--- src/hdl/s6enc_pkg.sv ---
// Shared types, constants and helpers of the sparse6 graph encoder.
package s6enc_pkg;

   // Field widths
   localparam int MAX_NODE_BITS = 20;
   localparam int VERTEX_W      = 20;
   localparam int NODES_W       = 21;
   localparam int K_W           = $clog2(MAX_NODE_BITS + 1);
   localparam int FIELD_W       = MAX_NODE_BITS + 1;
   localparam int JOB_BITS_W    = 2 * FIELD_W;
   localparam int NBITS_W       = $clog2(JOB_BITS_W + 1);
   localparam int PEND_W        = 48;
   localparam int PCOUNT_W      = 6;
   localparam int CHAR_W        = 7;
   localparam int GROUP_W       = 6;

   // Job queue between front and back
   localparam int QUEUE_DEPTH   = 4;
   localparam int QPTR_W        = $clog2(QUEUE_DEPTH);

   // Command codes of a request (also the job opcode)
   localparam logic [1:0] CMD_BEGIN = 2'd0;
   localparam logic [1:0] CMD_EDGE  = 2'd1;
   localparam logic [1:0] CMD_END   = 2'd2;

   // Characters
   localparam logic [CHAR_W-1:0] CHAR_COLON = 7'h3a;
   localparam logic [CHAR_W-1:0] CHAR_TILDE = 7'h7e;
   localparam logic [CHAR_W-1:0] CHAR_BIAS  = 7'd63;

   // Header size thresholds
   localparam logic [NODES_W-1:0] HDR_ONE_LIMIT   = 21'd63;
   localparam logic [NODES_W-1:0] HDR_THREE_LIMIT = 21'd258048;

   typedef struct packed {
      logic [1:0]          command;
      logic [VERTEX_W-1:0] edge_higher;
      logic [VERTEX_W-1:0] edge_lower;
   } req_type;

   typedef struct packed {
      logic [CHAR_W-1:0] out_char;
      logic              last_of_run;
   } rsp_type;

   // One classified request as handed to the back end
   typedef struct packed {
      logic [1:0]            op;
      logic [JOB_BITS_W-1:0] bits;
      logic [NBITS_W-1:0]    nbits;
      logic [K_W-1:0]        k;
      logic                  special;
   } job_type;

   // Bit length of n-1, capped at MAX_NODE_BITS
   function automatic logic [K_W-1:0] field_k(input logic [NODES_W-1:0] n);
      logic [NODES_W-1:0] m;
      logic [K_W-1:0]     k;
      m = (n == '0) ? '0 : n - NODES_W'(1);
      k = '0;
      for (int i = 0; i < NODES_W; i++) begin
         if (m[i]) k = K_W'(i + 1);
      end
      if (k > K_W'(MAX_NODE_BITS)) k = K_W'(MAX_NODE_BITS);
      return k;
   endfunction

endpackage

--- src/hdl/s6enc_front.sv ---
// Front end: accepts requests, tracks the current vertex and builds jobs.
module s6enc_front (
   input  logic                            clock,
   input  logic                            reset,
   input  logic                            req_valid,
   output logic                            req_stall,
   input  s6enc_pkg::req_type              req_payload,
   input  logic [s6enc_pkg::NODES_W-1:0]   node_count,
   input  logic [s6enc_pkg::K_W-1:0]       field_k,
   input  logic                            queue_full,
   output logic                            push,
   output s6enc_pkg::job_type              push_job
);
   import s6enc_pkg::*;

   logic [VERTEX_W-1:0] prev_vertex_ff, prev_vertex_in;
   logic [VERTEX_W-1:0] v, u, low_mask;
   logic                accept, edge_kept, same_v, next_v;
   logic [NBITS_W-1:0]  k_plus1;
   logic [FIELD_W-1:0]  field_u0, field_u1, field_v1;

   // Packs flag and the low k bits of x into one k+1 bit field
   function automatic logic [FIELD_W-1:0] make_field(input logic flag,
                                                     input logic [VERTEX_W-1:0] x,
                                                     input logic [VERTEX_W-1:0] mask,
                                                     input logic [K_W-1:0] k);
      return FIELD_W'(x & mask) | (FIELD_W'(flag) << k);
   endfunction

   assign v         = req_payload.edge_higher;
   assign u         = req_payload.edge_lower;
   assign req_stall = queue_full;
   assign accept    = req_valid && !queue_full;

   // Edge classification
   assign edge_kept = (u <= v);
   assign same_v    = (v == prev_vertex_ff);
   assign next_v    = ({1'b0, v} == ({1'b0, prev_vertex_ff} + (VERTEX_W + 1)'(1)));
   assign low_mask  = ~({VERTEX_W{1'b1}} << field_k);
   assign k_plus1   = NBITS_W'(field_k) + NBITS_W'(1);
   assign field_u0  = make_field(1'b0, u, low_mask, field_k);
   assign field_u1  = make_field(1'b1, u, low_mask, field_k);
   assign field_v1  = make_field(1'b1, v, low_mask, field_k);

   // Job build
   always_comb begin
      push_job.op      = req_payload.command;
      push_job.k       = field_k;
      push_job.bits    = '0;
      push_job.nbits   = '0;
      push_job.special = (field_k != '0)
                         && (node_count == (NODES_W'(1) << field_k))
                         && (({1'b0, prev_vertex_ff} + (VERTEX_W + 1)'(2)) == node_count);
      if (same_v) begin
         push_job.bits  = JOB_BITS_W'(field_u0);
         push_job.nbits = k_plus1;
      end else if (next_v) begin
         push_job.bits  = JOB_BITS_W'(field_u1);
         push_job.nbits = k_plus1;
      end else begin
         push_job.bits  = (JOB_BITS_W'(field_v1) << k_plus1) | JOB_BITS_W'(field_u0);
         push_job.nbits = k_plus1 + k_plus1;
      end
   end

   // Push decision and vertex tracking
   always_comb begin
      push           = 1'b0;
      prev_vertex_in = prev_vertex_ff;
      if (accept) begin
         case (req_payload.command)
            CMD_BEGIN, CMD_END: begin
               push           = 1'b1;
               prev_vertex_in = '0;
            end
            CMD_EDGE: begin
               if (edge_kept) begin
                  push           = 1'b1;
                  prev_vertex_in = v;
               end
            end
            default: ;
         endcase
      end
   end

   always_ff @(posedge clock) begin
      if (reset) begin
         prev_vertex_ff <= '0;
      end else begin
         prev_vertex_ff <= prev_vertex_in;
      end
   end

endmodule

--- src/hdl/s6enc_queue.sv ---
// Short job queue between the front and back ends.
module s6enc_queue (
   input  logic               clock,
   input  logic               reset,
   input  logic               push,
   input  s6enc_pkg::job_type push_job,
   output logic               full,
   input  logic               pop,
   output s6enc_pkg::job_type pop_job,
   output logic               empty
);
   import s6enc_pkg::*;

   job_type             entry_ff [QUEUE_DEPTH];
   logic [QPTR_W-1:0]   wr_ptr_ff, wr_ptr_in, rd_ptr_ff, rd_ptr_in;
   logic [QPTR_W:0]     count_ff, count_in;
   logic                do_push, do_pop;

   assign full    = (count_ff == (QPTR_W + 1)'(QUEUE_DEPTH));
   assign empty   = (count_ff == '0);
   assign do_push = push && !full;
   assign do_pop  = pop && !empty;
   assign pop_job = entry_ff[rd_ptr_ff];

   // Pointer and fill bookkeeping
   always_comb begin
      wr_ptr_in = do_push ? wr_ptr_ff + QPTR_W'(1) : wr_ptr_ff;
      rd_ptr_in = do_pop  ? rd_ptr_ff + QPTR_W'(1) : rd_ptr_ff;
      count_in  = count_ff;
      if (do_push && !do_pop) count_in = count_ff + (QPTR_W + 1)'(1);
      if (do_pop && !do_push) count_in = count_ff - (QPTR_W + 1)'(1);
   end

   always_ff @(posedge clock) begin
      if (reset) begin
         wr_ptr_ff <= '0;
         rd_ptr_ff <= '0;
         count_ff  <= '0;
      end else begin
         wr_ptr_ff <= wr_ptr_in;
         rd_ptr_ff <= rd_ptr_in;
         count_ff  <= count_in;
      end
   end

   // Entry storage
   always_ff @(posedge clock) begin
      if (do_push) entry_ff[wr_ptr_ff] <= push_job;
   end

endmodule

--- src/hdl/s6enc_back.sv ---
// Back end: holds the bit accumulator and sends one character per cycle while not stalled.
module s6enc_back (
   input  logic                          clock,
   input  logic                          reset,
   input  logic [s6enc_pkg::NODES_W-1:0] node_count,
   input  logic                          empty,
   input  s6enc_pkg::job_type            job,
   output logic                          pop,
   output logic                          rsp_valid,
   input  logic                          rsp_stall,
   output s6enc_pkg::rsp_type            rsp_payload
);
   import s6enc_pkg::*;

   localparam logic [1:0] ST_IDLE = 2'd0;
   localparam logic [1:0] ST_HEAD = 2'd1;
   localparam logic [1:0] ST_BITS = 2'd2;

   localparam logic [PCOUNT_W-1:0] GROUP_BITS = PCOUNT_W'(GROUP_W);

   logic [1:0]          state_ff, state_in;
   logic [PEND_W-1:0]   pend_ff, pend_in, pend_shifted;
   logic [PCOUNT_W-1:0] count_ff, count_in, count_sum, count_rem;
   logic [3:0]          idx_ff, idx_in, head_last;
   logic                rsp_valid_ff, rsp_valid_in;
   rsp_type             rsp_payload_ff;
   logic                out_free, emit, emit_last;
   logic [CHAR_W-1:0]   emit_char, head_char;
   logic [GROUP_W-1:0]  group, pad_char, ones_mask, digit;
   logic [2:0]          pad_len, ones_len, digit_sel;
   logic                use_digit, short_hdr, medium_hdr;
   logic [35:0]         n_wide, n_shifted;

   assign out_free = !rsp_valid_ff || !rsp_stall;

   // Draining of full groups
   assign count_sum    = count_ff + PCOUNT_W'(job.nbits);
   assign count_rem    = count_ff - GROUP_BITS;
   assign pend_shifted = pend_ff >> count_rem;
   assign group        = pend_shifted[GROUP_W-1:0];

   // Final pad: ones, or a zero then ones in the power-of-two case
   assign pad_len   = 3'(GROUP_BITS - count_ff);
   assign ones_len  = (job.special && (NBITS_W'(pad_len) >= NBITS_W'(job.k) + NBITS_W'(1)))
                      ? pad_len - 3'd1 : pad_len;
   assign ones_mask = ~({GROUP_W{1'b1}} << ones_len);
   assign pad_char  = (pend_ff[GROUP_W-1:0] << pad_len) | ones_mask;

   // Header characters
   assign short_hdr  = (node_count < HDR_ONE_LIMIT);
   assign medium_hdr = (node_count < HDR_THREE_LIMIT);
   assign head_last  = short_hdr ? 4'd1 : (medium_hdr ? 4'd4 : 4'd8);
   assign n_wide     = 36'(node_count);
   assign n_shifted  = n_wide >> (6'(digit_sel) * 6'd6);
   assign digit      = n_shifted[GROUP_W-1:0];

   always_comb begin
      use_digit = 1'b0;
      digit_sel = '0;
      if (idx_ff == '0) begin
         use_digit = 1'b0;
      end else if (short_hdr) begin
         use_digit = 1'b1;
      end else if (medium_hdr) begin
         use_digit = (idx_ff >= 4'd2);
         digit_sel = 3'(4'd4 - idx_ff);
      end else begin
         use_digit = (idx_ff >= 4'd3);
         digit_sel = 3'(4'd8 - idx_ff);
      end
      if (idx_ff == '0)  head_char = CHAR_COLON;
      else if (use_digit) head_char = {1'b0, digit} + CHAR_BIAS;
      else               head_char = CHAR_TILDE;
   end

   // Job sequencing
   always_comb begin
      state_in  = state_ff;
      pend_in   = pend_ff;
      count_in  = count_ff;
      idx_in    = idx_ff;
      pop       = 1'b0;
      emit      = 1'b0;
      emit_char = '0;
      emit_last = 1'b0;
      case (state_ff)
         ST_IDLE: begin
            if (!empty) begin
               pop = 1'b1;
               case (job.op)
                  CMD_BEGIN: begin
                     pend_in  = '0;
                     count_in = '0;
                     idx_in   = '0;
                     state_in = ST_HEAD;
                  end
                  CMD_EDGE: begin
                     pend_in  = (pend_ff << job.nbits) | PEND_W'(job.bits);
                     count_in = count_sum;
                     if (count_sum >= GROUP_BITS) state_in = ST_BITS;
                  end
                  CMD_END: begin
                     if (count_ff != '0) begin
                        pend_in  = PEND_W'(pad_char);
                        count_in = GROUP_BITS;
                        state_in = ST_BITS;
                     end else begin
                        pend_in = '0;
                     end
                  end
                  default: ;
               endcase
            end
         end
         ST_HEAD: begin
            if (out_free) begin
               emit      = 1'b1;
               emit_char = head_char;
               emit_last = (idx_ff == head_last);
               idx_in    = idx_ff + 4'd1;
               if (emit_last) state_in = ST_IDLE;
            end
         end
         ST_BITS: begin
            if (out_free) begin
               emit      = 1'b1;
               emit_char = {1'b0, group} + CHAR_BIAS;
               count_in  = count_rem;
               pend_in   = pend_ff & ~({PEND_W{1'b1}} << count_rem);
               emit_last = (count_rem < GROUP_BITS);
               if (emit_last) state_in = ST_IDLE;
            end
         end
         default: state_in = ST_IDLE;
      endcase
   end

   // Output register
   always_comb begin
      if (emit)          rsp_valid_in = 1'b1;
      else if (out_free) rsp_valid_in = 1'b0;
      else               rsp_valid_in = rsp_valid_ff;
   end

   always_ff @(posedge clock) begin
      if (reset) begin
         state_ff     <= ST_IDLE;
         pend_ff      <= '0;
         count_ff     <= '0;
         idx_ff       <= '0;
         rsp_valid_ff <= 1'b0;
      end else begin
         state_ff     <= state_in;
         pend_ff      <= pend_in;
         count_ff     <= count_in;
         idx_ff       <= idx_in;
         rsp_valid_ff <= rsp_valid_in;
      end
   end

   always_ff @(posedge clock) begin
      if (emit) begin
         rsp_payload_ff.out_char    <= emit_char;
         rsp_payload_ff.last_of_run <= emit_last;
      end
   end

   assign rsp_valid   = rsp_valid_ff;
   assign rsp_payload = rsp_payload_ff;

endmodule

--- src/hdl/sparse6_graph_encoder_top.sv ---
// Top level of the sparse6 graph encoder: register port, front, queue, back.
//
// Request channel (req_*): begin, edge or end requests under valid/stall. A
// request is taken while the four-entry job queue has room, so requests keep
// flowing while earlier characters are still waiting on the output.
// Result channel (rsp_*): one ASCII character per cycle while draining and
// not stalled, from an output register; last_of_run marks the final
// character of a request. Requests that produce nothing (dropped edges,
// short edges, empty end) send nothing. Before its characters are sent,
// each request loads its job into the back end's bit accumulator, and no
// character is sent while it does so.
// node_count is written over the APB-style port at byte address 0 and also
// sets the field width k; the user must write it only while the block is
// idle, which the block itself does not enforce.
// Reset (synchronous): queue empty, accumulator and vertex cleared,
// node_count = 1. When the receiver stalls, the output register holds its
// character and the queue fills; then req_stall rises.
module sparse6_graph_encoder_top (
   input  logic               clock,
   input  logic               reset,
   input  logic               req_valid,
   output logic               req_stall,
   input  s6enc_pkg::req_type req_payload,
   output logic               rsp_valid,
   input  logic               rsp_stall,
   output s6enc_pkg::rsp_type rsp_payload,
   input  logic               psel,
   input  logic               penable,
   input  logic               pwrite,
   input  logic [2:0]         paddr,
   input  logic [31:0]        pwdata,
   output logic [31:0]        prdata,
   output logic               pready
);
   import s6enc_pkg::*;

   logic [NODES_W-1:0] node_count_ff, node_count_in;
   logic [K_W-1:0]     field_k_ff, field_k_in;
   logic               reg_write;
   logic               q_push, q_full, q_pop, q_empty;
   job_type            q_in_job, q_out_job;

   // Register port
   assign pready    = 1'b1;
   assign reg_write = psel && penable && pwrite && pready && (paddr[2] == 1'b0);
   assign prdata    = (paddr[2] == 1'b0) ? 32'(node_count_ff) : '0;

   always_comb begin
      node_count_in = node_count_ff;
      field_k_in    = field_k_ff;
      if (reg_write) begin
         node_count_in = pwdata[NODES_W-1:0];
         field_k_in    = field_k(pwdata[NODES_W-1:0]);
      end
   end

   always_ff @(posedge clock) begin
      if (reset) begin
         node_count_ff <= NODES_W'(1);
         field_k_ff    <= '0;
      end else begin
         node_count_ff <= node_count_in;
         field_k_ff    <= field_k_in;
      end
   end

   s6enc_front u_front (
      .clock       (clock),
      .reset       (reset),
      .req_valid   (req_valid),
      .req_stall   (req_stall),
      .req_payload (req_payload),
      .node_count  (node_count_ff),
      .field_k     (field_k_ff),
      .queue_full  (q_full),
      .push        (q_push),
      .push_job    (q_in_job)
   );

   s6enc_queue u_queue (
      .clock    (clock),
      .reset    (reset),
      .push     (q_push),
      .push_job (q_in_job),
      .full     (q_full),
      .pop      (q_pop),
      .pop_job  (q_out_job),
      .empty    (q_empty)
   );

   s6enc_back u_back (
      .clock       (clock),
      .reset       (reset),
      .node_count  (node_count_ff),
      .empty       (q_empty),
      .job         (q_out_job),
      .pop         (q_pop),
      .rsp_valid   (rsp_valid),
      .rsp_stall   (rsp_stall),
      .rsp_payload (rsp_payload)
   );

endmodule

--- config.mk ---
export PLATFORM = sky130hd
export DESIGN_NAME = sparse6_graph_encoder_top
export DESIGN_NICKNAME = d
export VERILOG_FILES = /design/src/hdl/s6enc_pkg.sv /design/src/hdl/s6enc_front.sv /design/src/hdl/s6enc_queue.sv /design/src/hdl/s6enc_back.sv /design/src/hdl/sparse6_graph_encoder_top.sv
export SDC_FILE = /design/constraint.sdc
export NUM_CORES = 1
export LEC_CHECK = 0
export BUFFER_PORTS_ARGS = -buffer_cell sky130_fd_sc_hd__buf_2
export CAP_MARGIN = 20
export CORE_MARGIN = 2
export CORE_UTILIZATION = 45
export CTS_CLUSTER_DIAMETER = 100
export DETAILED_ROUTE_END_ITERATION = 8
export SLEW_MARGIN = 10
export SYNTH_ARGS = -nofsm -noshare
export SYNTH_HDL_FRONTEND = slang
export SYNTH_SLANG_ARGS = --single-unit
--- constraint.sdc ---
create_clock -name clock -period 16.8 [get_ports clock]
set_clock_uncertainty 0.15 [all_clocks]
set_input_delay 1.68 -clock clock [delete_from_list [all_inputs] [get_ports clock]]
set_output_delay 1.68 -clock clock [all_outputs]
set_load 0.05 [all_outputs]
# == Yosys cells after proc, flatten, opt, wreduce, memory -nomap -nowiden ==
# Memories as Yosys holds them, arrays and structs flattened. A register that Yosys moved wholly into a read port is not among the register bits.
# Cells that the tools add are included.
# word_totals
ff_bits,122
n_memories,1
wordCells,210
output_inout_bits,43
mem_bits_rw,224
in_bits,84
# memory_table
name,depth,word_bits,rd,rd_ports_with_merged_regs,write_ports,line,rtl
u_queue.entry_ff,4,56,1,1,1,s6enc_queue.sv:14,job_type entry_ff [QUEUE_DEPTH];
# op_classes
n_shift,10
n_eq_ne,22
multipliers,1
mux,84
n_reduce_logical,38
n_bitwise,13
magnitude_cmp,9
addsub,19
# op_table
op,count
$mux W48,4
$pmux W48 S3,1
$mux W5,22
$pmux W48 S2,1
$or A21 B21 Y21,3
$and A48 B48 Y48,1
$not A48 Y48,1
$or A48 B42 Y48,1
$shl A48 B6 Y48,1
$shl A48 B6 Y48 const A,1
$shr A48 B6 Y6,1
$eq A21 B21 Y1,2
$mux W21,2
$or A42 B21 Y42,1
$shl A1 B5 Y21 const A,2
$shl A21 B6 Y42,1
$and A20 B20 Y20,2
$pmux W20 S2,1
$mux W7,4
$mux W6,4
$add A20 B1 Y21 const B,1
$add A20 B2 Y21 const B,1
$eq A20 B21 Y1,1
$logic_not A21 Y1,1
62 further kinds,136

# == Depth between registers and ports, before layout ==
# Gate-level depths: netlist of the first run.
# depth
ltp_word,26
ltp_mapped,18
mapped_depth_nobuf,15

# == Modules after synthesis ==
# A second synthesis of the first run with hierarchy kept.
# unflattened
cells_unflattened,2663
hier_area_um2,25839.8
# modules_own_cells
mod,instances,area_per_inst_um2,cells_per_inst,seq_area_each_um2
s6enc_back,1,9344.0,1174,1461.4
s6enc_queue,1,8590.7,346,6906.6
s6enc_front,1,5791.8,842,400.4
sparse6_graph_encoder_top,1,2113.3,301,520.5

# == Worst setup path before layout of the first run ==
# No wires, ideal clock.
# synth_path
kind,input -> register
startpoint,input port req_payload[39] (netlist bit)
endpoint,"memory u_queue.entry_ff[0][0] (netlist bit), enable pin"
required_ns,16.173
path_buffers,1
setup_slack_ns,10.335
stages,10
setup_time_ns,0.477
arrival_time_ns,5.838
cell_sequence,inv_1 > ha_1 > nand3_1 > nor3_1 > nand3_1 > or3_1 > o21a_1 > o22a_1 > clkbuf_1 > nor2b_1
# synth_between
elab_chain_cells,7
# synth_lines
element,line,rtl
from (decl),sparse6_graph_encoder_top.sv:23,"input s6enc_pkg::req_type req_payload,"
$le A20 B20 Y1,s6enc_front.sv:36,assign edge_kept = (u <= v);
$mux W1,s6enc_front.sv:77,if (edge_kept) begin
$pmux W1 S2,s6enc_front.sv:71,case (req_payload.command)
$mux W1,s6enc_front.sv:70,if (accept) begin
$logic_and A1 B1 Y1,s6enc_queue.sv:21,assign do_push = push && !full;
$mux W1,s6enc_queue.sv:48,if (do_push) entry_ff[wr_ptr_ff] <= push_job;
$mux W1 (implied by the code),s6enc_queue.sv:48,
to (decl),s6enc_queue.sv:14,
# No other way between the ends.

# == Worst setup path after layout of the first run ==
# layout_path
startpoint,register u_back.count_ff[1]
endpoint,"register u_back.rsp_payload_ff (netlist bit u_back.rsp_payload[7]), data pin"
# layout_between
elab_chain_cells,5
# layout_lines
element,line,rtl
from (decl),s6enc_back.sv:23,"logic [PCOUNT_W-1:0] count_ff, count_in, count_sum, count_rem;"
from (signal assigned),s6enc_back.sv:155,count_ff <= count_in;
$sub A6 B3 Y6,s6enc_back.sv:38,assign count_rem = count_ff - GROUP_BITS;
$shr A48 B6 Y6,s6enc_back.sv:39,assign pend_shifted = pend_ff >> count_rem;
$add A6 B6 Y7,s6enc_back.sv:127,"emit_char = {1'b0, group} + CHAR_BIAS;"
$mux W7,s6enc_back.sv:125,if (out_free) begin
$pmux W7 S2,s6enc_back.sv:86,case (state_ff)
net u_back.emit_char[6],s6enc_back.sv:28,"logic [CHAR_W-1:0] emit_char, head_char;"
to (decl),s6enc_back.sv:26,rsp_type rsp_payload_ff;
# The timed path passes the listed nets, and every way through them passes these cells.
# A chain may end at the register's enable or synchronous reset.

==> reports/results.tsv, run 1 <==
stage	metric	value	unit
clock_tree	cts_tree	yes	
timing	period_share	33.9	%
timing	finalHoldWorstSlack	0.352	ns
place	dp_hpwl	63000	um
global_route	grt_usage	29.7	%
pwr	vdd_ir_drop_max	0.103	mV
logic_synthesis	synth.yosys.seq_area_share	36.7	%
clock_tree	cts_root_buffer	clkbuf_16	
final_layout	finish.net_count	2787	
setup_path	critPathTopFamily	simple AND/OR/NAND/NOR gates	
drt	dr.pass1.iters	6	
floorplan	io-pin-count	127	
place	dpl.cell_count	3338	
timing	max-slew-margin-rel	24.4	%
job	max-cap-violations	0	
logic_synthesis	synthTopCellsByArea	edfxtp_1, dfxtp_1, mux2i_1, mux4_2, nand2_1	
setup_path	critPathKind	register to register	
drt	vias_per_cell	6.49	
clock_tree	cts_htree_levels	2	
timing	rsz0062_at_grt	false	
logic_synthesis	netlist_area	25300	um2
clock_tree	post_cts_resized	0	
logic_synthesis	synth_top_area_share	27.5	%
global_route	grt_antenna_before_repair	1	
global_route	grt_overflow	0	
place	gp_congestion	0.973	
min_path	hold_path_class	register to register	
floorplan	die_y	241	um
global_route	grt_pass1_vias	21100	
clock_tree	cts-hold-fix-buffers	0	
pwr	p_per_area	127	nW/um2
clock_tree	numCtsBuffers	42	
clock_tree	post-cts-setup-buffers	0	
setup_path	worst-path-buf-inv	3	
logic_synthesis	syn_area_per_cell	9.54	um2
logic_synthesis	synth-edff-count	232	
setup_path	cp-start-kind	register	
floorplan	fp.dieW	241	um
floorplan	std_cell_rows	86	
pwr	p_total	3.51	mW
place	io_buffers	101	
setup_path	required	16.93	ns
logic_synthesis	synthCells	2654	
logic_synthesis	ys.flop_type	edfxtp_1	
setup_path	cp_common_cell	buf_4	
floorplan	start_util	45.8	%
global_route	grt_pass1_wl	130000	um
timing	report.final.slew_viol_count	0	
setup_path	crit_arrival	5.82	ns
setup_path	path_max_fanout	44	
timing	worstMarginPinSlew	1.13	ns
final_layout	n_fill_cell	5192	
final_layout	syn2layout_area_growth	9.52	%
drt	routed_wl	87100	um
floorplan	core	55300	um2
timing	fin_tns_setup	0	ns
clock_tree	clock_latency	0.57	ns
final_layout	antenna_cells	0	
logic_synthesis	synth_cell_types	85	
logic_synthesis	synth-seq-cells	348	
drt	drtIter0Drc	2350	
final_layout	drive_gt1_share	14.1	%
setup_path	crit_chain	buf_4, inv_1, ha_2, buf_4, mux2_1, mux4_2, nor3b_1, or4_4, or4b_4, nor4_1, o32ai_1	
pwr	leakagePower	10.1	nW
timing	hold_violations	0	
setup_path	r2r_setup_slack	11.11	ns
setup_path	cp_slowest_cell	ha_2	
logic_synthesis	async_reset_ff_share	0	%
clock_tree	cts.sinks	348	
drt	wl_per_cell	25.5	um
final_layout	final_cells	3416	
drt	ant_nets	0	
drt	drc	0	
floorplan	die_area	58200	um2
status	outcome	complete, no violations	
logic_synthesis	ys.warnings.count	0	
logic_synthesis	synth_top_area_cell	edfxtp_1	
timing	fin_crit	5.69	ns
global_route	grt_max_degree	57	
clock_tree	cts_buffer_depth	3	
logic_synthesis	synthTopCellsByCount	nand2_1, edfxtp_1, mux2i_1	
timing	fmax	0.176	GHz
timing	setup_viol	0	
clock_tree	clkTransAtPathRegs	0.06	ns
setup_path	cpPeakStageDelay	0.80	ns
logic_synthesis	yosysMostFrequentCell	nand2_1	
final_layout	fin_util	50.1	%
drt	vias	22200	
setup_path	crit_path_end_kind	register	
## per-stage QoR
| stage | worst slack, ns | area, um2 |
|---|---|---|
| 2_1_floorplan | 10.34 | 25400 |
| 3_3_place_gp | 11.23 | 26300 |
| 3_5_place_dp | 11.20 | 26300 |
| 4_1_cts | 11.19 | 27700 |
| 5_1_grt | 11.02 | 27700 |
| 6_report | 11.11 | 27700 |
## cells in the final DEF, fill, tap and decap left out, types with 37 or more instances in the layout
cell	Yosys	routed
a211oi_1	37	37
a21oi_1	150	149
a31oi_1	41	41
buf_2	21	101
buf_4	12	44
clkbuf_16	0	43
dfxtp_1	116	113
edfxtp_1	232	232
ha_1	65	64
inv_1	78	78
mux2i_1	229	229
mux4_2	100	100
nand2_1	306	306
nand3_1	60	60
nor2_1	186	185
nor2b_1	45	41
nor3_1	51	51
o21ai_0	151	151
xnor2_1	68	66
## final cells by class
| class | count | area [um2] | area share, % |
|---|---|---|---|
| Clock buffer | 52 | 1110 | 4.00 |
| Clock inverter | 24 | 300 | 1.08 |
| Inverter | 82 | 308 | 1.11 |
| Multi-Input combinational cell | 2015 | 14900 | 53.8 |
| Sequential cell | 348 | 9300 | 33.5 |
| Tap cell | 748 | 936 | 3.38 |
| Timing Repair Buffer | 147 | 853 | 3.08 |
## worst paths after layout
path / startpoint / endpoint / depth (start not counted)
setup / recovery: u_back.count_ff[1] / u_back.rsp_payload[7] / 11
hold / removal: u_queue.wr_ptr_ff[1] / u_queue.wr_ptr_ff[1] / 2
setup reg to reg: u_back.count_ff[1] / u_back.rsp_payload[7] / 11
hold reg to reg: u_queue.wr_ptr_ff[1] / u_queue.wr_ptr_ff[1] / 2
## flip-flops by register name, indices dropped and copies added (netlist names), named ones only
name,cells
u_queue.entry_ff,224
u_back.pend_ff,48
node_count_ff,21
u_front.prev_vertex_ff,20
u_back.rsp_payload,8
u_back.count_ff,6
field_k_ff,5
u_back.idx_ff,4
u_queue.count_ff,3
u_back.state_ff,2
u_queue.rd_ptr_ff,2
u_queue.wr_ptr_ff,2
u_back.rsp_valid,1
## where the power goes
part	switching [mW]	internal, mW
clock	0.364	0.564
combinational	0.962	0.532
sequential	0.0917	0.998
## worst min-delay path: cells and delay by family, from the launching register on
family / cells / cell delay [ns]
AND/OR/NAND/NOR: 1 / 0.06
flip-flops: 1 / 0.34
multiplexers: 1 / 0.05
## logic make-up (layout without fill, tap and decap cells)
family	Yosys count	after routing	share of synthesized area (%)
fa+ha+maj	67	67	3.37
flops	348	348	36.7
mux	365	365	19.7
other cells	2	12	0.0297
simple gates	840	840	15.8
xor+xnor	98	98	3.39
compound gates	633	633	16.1
buf+inv	301	305	4.77
## metal layers
metal,part of all wire (%),GRT usage [%],up-vias
met3,8.5,5.50,217
met4,4.2,11.9,0
met2,45,46.1,1107
li1,-,-,9925
met1,43,41.1,10900
met5,0,0,-
Note: power is estimated with default switching activity, not from simulation.
==> inputs of run 2 (changes only) <==
- ABC_AREA: not set -> 1
- clock period: 16.8 -> 5.9 ns (I/O delays scaled with it)
==> reports/results.tsv, run 2 <==
stage	metric	value	unit	change
status	outcome	complete, no violations		unchanged
logic_synthesis	synthCells	3519		was 2,654
pwr	vdd_ir_drop_max	0.287	mV	was 0.103 mV
drt	wl_per_cell	22.1	um	was 25.5 um
setup_path	cp-start-kind	register		unchanged
logic_synthesis	async_reset_ff_share	0	%	unchanged
drt	drtIter0Drc	2391		was 2,350
final_layout	final_cells	4237		was 3,416
timing	period_share	82.6	%	was 33.9%
pwr	p_int	6.01	mW	was 2.09 mW
logic_synthesis	yosysMostFrequentCell	nand2_1		unchanged
final_layout	drive_gt1_share	7.32	%	was 14.1%
final_layout	reg.largest.list	u_queue.entry_ff: 224 flops, u_back.pend_ff: 48 flops, node_count_ff: 21 flops		unchanged
final_layout	layout_common_cells	nand2_1, o21ai_0, nor2_1		was nand2_1, edfxtp_1, mux2i_1
floorplan	start_util	45.7	%	was 45.8%
setup_path	crit_path_end_kind	register		unchanged
timing	max-slew-margin-rel	19.9	%	was 24.4%
floorplan	core	54100	um2	was 55,300 um2
timing	rsz0062_at_grt	false		unchanged
min_path	min_from	req_payload[40]		was u_queue.wr_ptr_ff[1]
logic_synthesis	synth-edff-count	232		unchanged
setup_path	critPathTopFamily	compound AO/OA/AOI/OAI gates		was simple AND/OR/NAND/NOR gates
timing	fin_tns_setup	0	ns	unchanged
timing	fmax	0.205	GHz	was 0.176 GHz
logic_synthesis	ys.warnings.count	0		unchanged
timing	fin_crit	4.87	ns	was 5.69 ns
setup_path	crit_chain	inv_1, ha_1, buf_4, clkinv_1, nand2_1, o21ai_0, nand2_1, o21ai_0, mux2i_1, nor2_1, a211oi_1		was buf_4, inv_1, ha_2, buf_4, mux2_1, mux4_2, nor3b_1, or4_4, or4b_4, nor4_1, o32ai_1
logic_synthesis	ys.flop_type	edfxtp_1		unchanged
clock_tree	post_cts_resized	0		unchanged
setup_path	r2r-start	field_k_ff[0]		was u_back.count_ff[1]
clock_tree	cts_htree_levels	2		unchanged
place	dpl.cell_count	4161		was 3,338
clock_tree	clkTransAtPathRegs	0.06	ns	about the same
setup_path	required	5.96	ns	was 16.93 ns
global_route	grt_usage	31.9	%	was 29.7%
pwr	power_frac_comb	52.0	%	was 42.5%
logic_synthesis	synth.yosys.seq_area_share	37.5	%	was 36.7%
setup_path	crit_arrival	4.93	ns	was 5.82 ns
pwr	leakagePower	10.8	nW	was 10.1 nW
pwr	sequentialPowerShare	26.3	%	was 31.0%
logic_synthesis	synthTopCellsByArea	edfxtp_1, nand2_1, o21ai_0, dfxtp_1, nor2_1		was edfxtp_1, dfxtp_1, mux2i_1, mux4_2, nand2_1
floorplan	fp.dieW	239	um	was 241 um
logic_synthesis	synthTopCellsByCount	nand2_1, o21ai_0, nor2_1		was nand2_1, edfxtp_1, mux2i_1
clock_tree	clock_latency	0.60	ns	was 0.57 ns
place	place_ws	1.30	ns	was 11.20 ns
final_layout	syn2layout_area_growth	8.98	%	was 9.52%
clock_tree	post-cts-setup-buffers	0		unchanged
clock_tree	cts-hold-fix-buffers	0		unchanged
global_route	grt_pass1_vias	22900		was 21,100
logic_synthesis	synth_top_area_share	28.2	%	was 27.5%
min_path	hold_depth	1		was 2
min_path	hold_path_class	primary input to register		was register to register
drt	vias_per_cell	5.91		was 6.49
final_layout	finish.net_count	3659		was 2,787
setup_path	cp_slowest_cell	a211oi_1		was ha_2
pwr	switching_power	5.84	mW	was 1.42 mW
logic_synthesis	syn_area_per_cell	7.03	um2	was 9.54 um2
final_layout	seq_area	9290	um2	was 9300 um2
floorplan	die_y	239	um	was 241 um
setup_path	reg2reg_depth	11		unchanged
pwr	power.share.switching	49.3	%	was 40.4%
job	max-cap-violations	0		unchanged
floorplan	die_area	56900	um2	was 58,200 um2
global_route	grt_max_degree	94		was 57
setup_path	cp-startpoint	field_k_ff[0]		was u_back.count_ff[1]
drt	vias	25000		was 22,200
place	io_buffers	101		unchanged
global_route	grt_pass1_wl	138000	um	was 130,000 um
clock_tree	numCtsBuffers	41		was 42
logic_synthesis	synth-seq-cells	348		unchanged
floorplan	std_cell_rows	85		was 86
place	dp_hpwl	69300	um	was 63,000 um
global_route	grt_overflow	0		unchanged
logic_synthesis	synth_top_area_cell	edfxtp_1		unchanged
final_layout	multi_input_area	13400	um2	was 14,900 um2
clock_tree	cts_root_buffer	clkbuf_16		unchanged
global_route	grt_antenna_before_repair	0		was 1
place	gp_congestion	0.974		was 0.973
timing	hold_violations	0		unchanged
final_layout	layout_commonest_cell	nand2_1		unchanged
clock_tree	cts.sinks	348		unchanged
drt	routed_wl	93500	um	was 87,100 um
clock_tree	cts_buffer_depth	3		unchanged
drt	drc	0		unchanged
drt	dr.pass1.iters	7		was 6
setup_path	path_max_fanout	27		was 44
timing	report.final.slew_viol_count	0		unchanged
logic_synthesis	netlist_area	24700	um2	was 25,300 um2
final_layout	top_register	u_queue.entry_ff		unchanged
timing	setup_slack	1.03	ns	was 11.11 ns
pwr	p_total	11.8	mW	was 3.51 mW
final_layout	largest_reg_flops	224		unchanged
pwr	clkPwrFrac	21.6	%	was 26.4%
clock_tree	cts_tree	yes		unchanged
timing	setup_viol	0		unchanged
timing	worstMarginPinSlew	1.19	ns	was 1.13 ns
setup_path	worst-path-stages	11		unchanged
drt	ant_nets	0		unchanged
setup_path	worst-path-buf-inv	3		unchanged
final_layout	n_fill_cell	5511		was 5,192
pwr	p_per_area	439	nW/um2	was 127 nW/um2
logic_synthesis	synth_cell_types	71		was 85
setup_path	critPathKind	register to register		unchanged
setup_path	cpPeakStageDelay	0.97	ns	was 0.80 ns
floorplan	io-pin-count	127		unchanged
## run 2: cell families (layout without fill, tap and decap cells)
logic type	count (synthesis)	in the layout	share of synthesized area [%]
other cells	2	13	0.0303
fa+ha+maj	67	67	3.45
buf+inv	524	535	8.49
mux	26	26	1.05
compound gates	970	970	21.5
simple gates	1504	1504	25.2
xor+xnor	78	78	2.76
flops	348	348	37.5
## run 2: per-layer routing
metal	vias up	GRT usage [%]	part of all wire (%)
li1	11900	-	-
met1	11800	40.9	41
met3	219	4.34	6.5
met4	0	14.8	5.0
met5	-	0	0
met2	1105	53.5	47
## run 2: power by group through the flow
stage	Clock, mW	Combinational [mW]	Sequential (mW)
after floorplan	0	4.19	3.17
after global placement	0	5.97	3.15
after detailed placement	0	6.02	3.16
after CTS	2.59	6.05	3.11
after global routing	2.70	6.75	3.14
final	2.56	6.16	3.12
## run 2: metrics by stage
step | hold WS [ns] | area [um2] | utilization, %
after floorplan | 0.286 | 24800 | -
after global placement | 0.301 | 25600 | 47.3
after detailed placement | 0.312 | 25600 | 47.3
after CTS | 0.0649 | 27000 | 49.8
after global routing | 0.0856 | 27000 | 49.8
final | 0.0993 | 27000 | 49.8
## run 2: cell type report
type / count / area share, %
clock inverters: 20 / 0.956
flip-flops and latches: 348 / 34.5
well taps: 696 / 3.23
clock buffers: 55 / 4.00
diodes: 1 / 0.00928
repair buffers: 138 / 3.00
inverters: 322 / 4.49
multi-input cells: 2657 / 49.9
## run 2: worst reg2reg max path, stage by stage (launching register included)
cell      delay [ns]
dfxtp_1         0.74
inv_1           0.50
ha_1            0.43
buf_4           0.26
clkinv_1        0.45
nand2_1         0.18
o21ai_0         0.13
nand2_1         0.08
o21ai_0         0.15
mux2i_1         0.35
nor2_1          0.08
a211oi_1        0.97
## run 2: worst paths after layout
path | endpoint | slack (ns)
setup / recovery | u_queue.entry_ff[1][34] | 1.03
hold reg to reg | u_queue.rd_ptr_ff[1] | 0.32
setup reg to reg | u_queue.entry_ff[1][34] | 1.03
hold / removal | u_queue.entry_ff[2][54] | 0.1
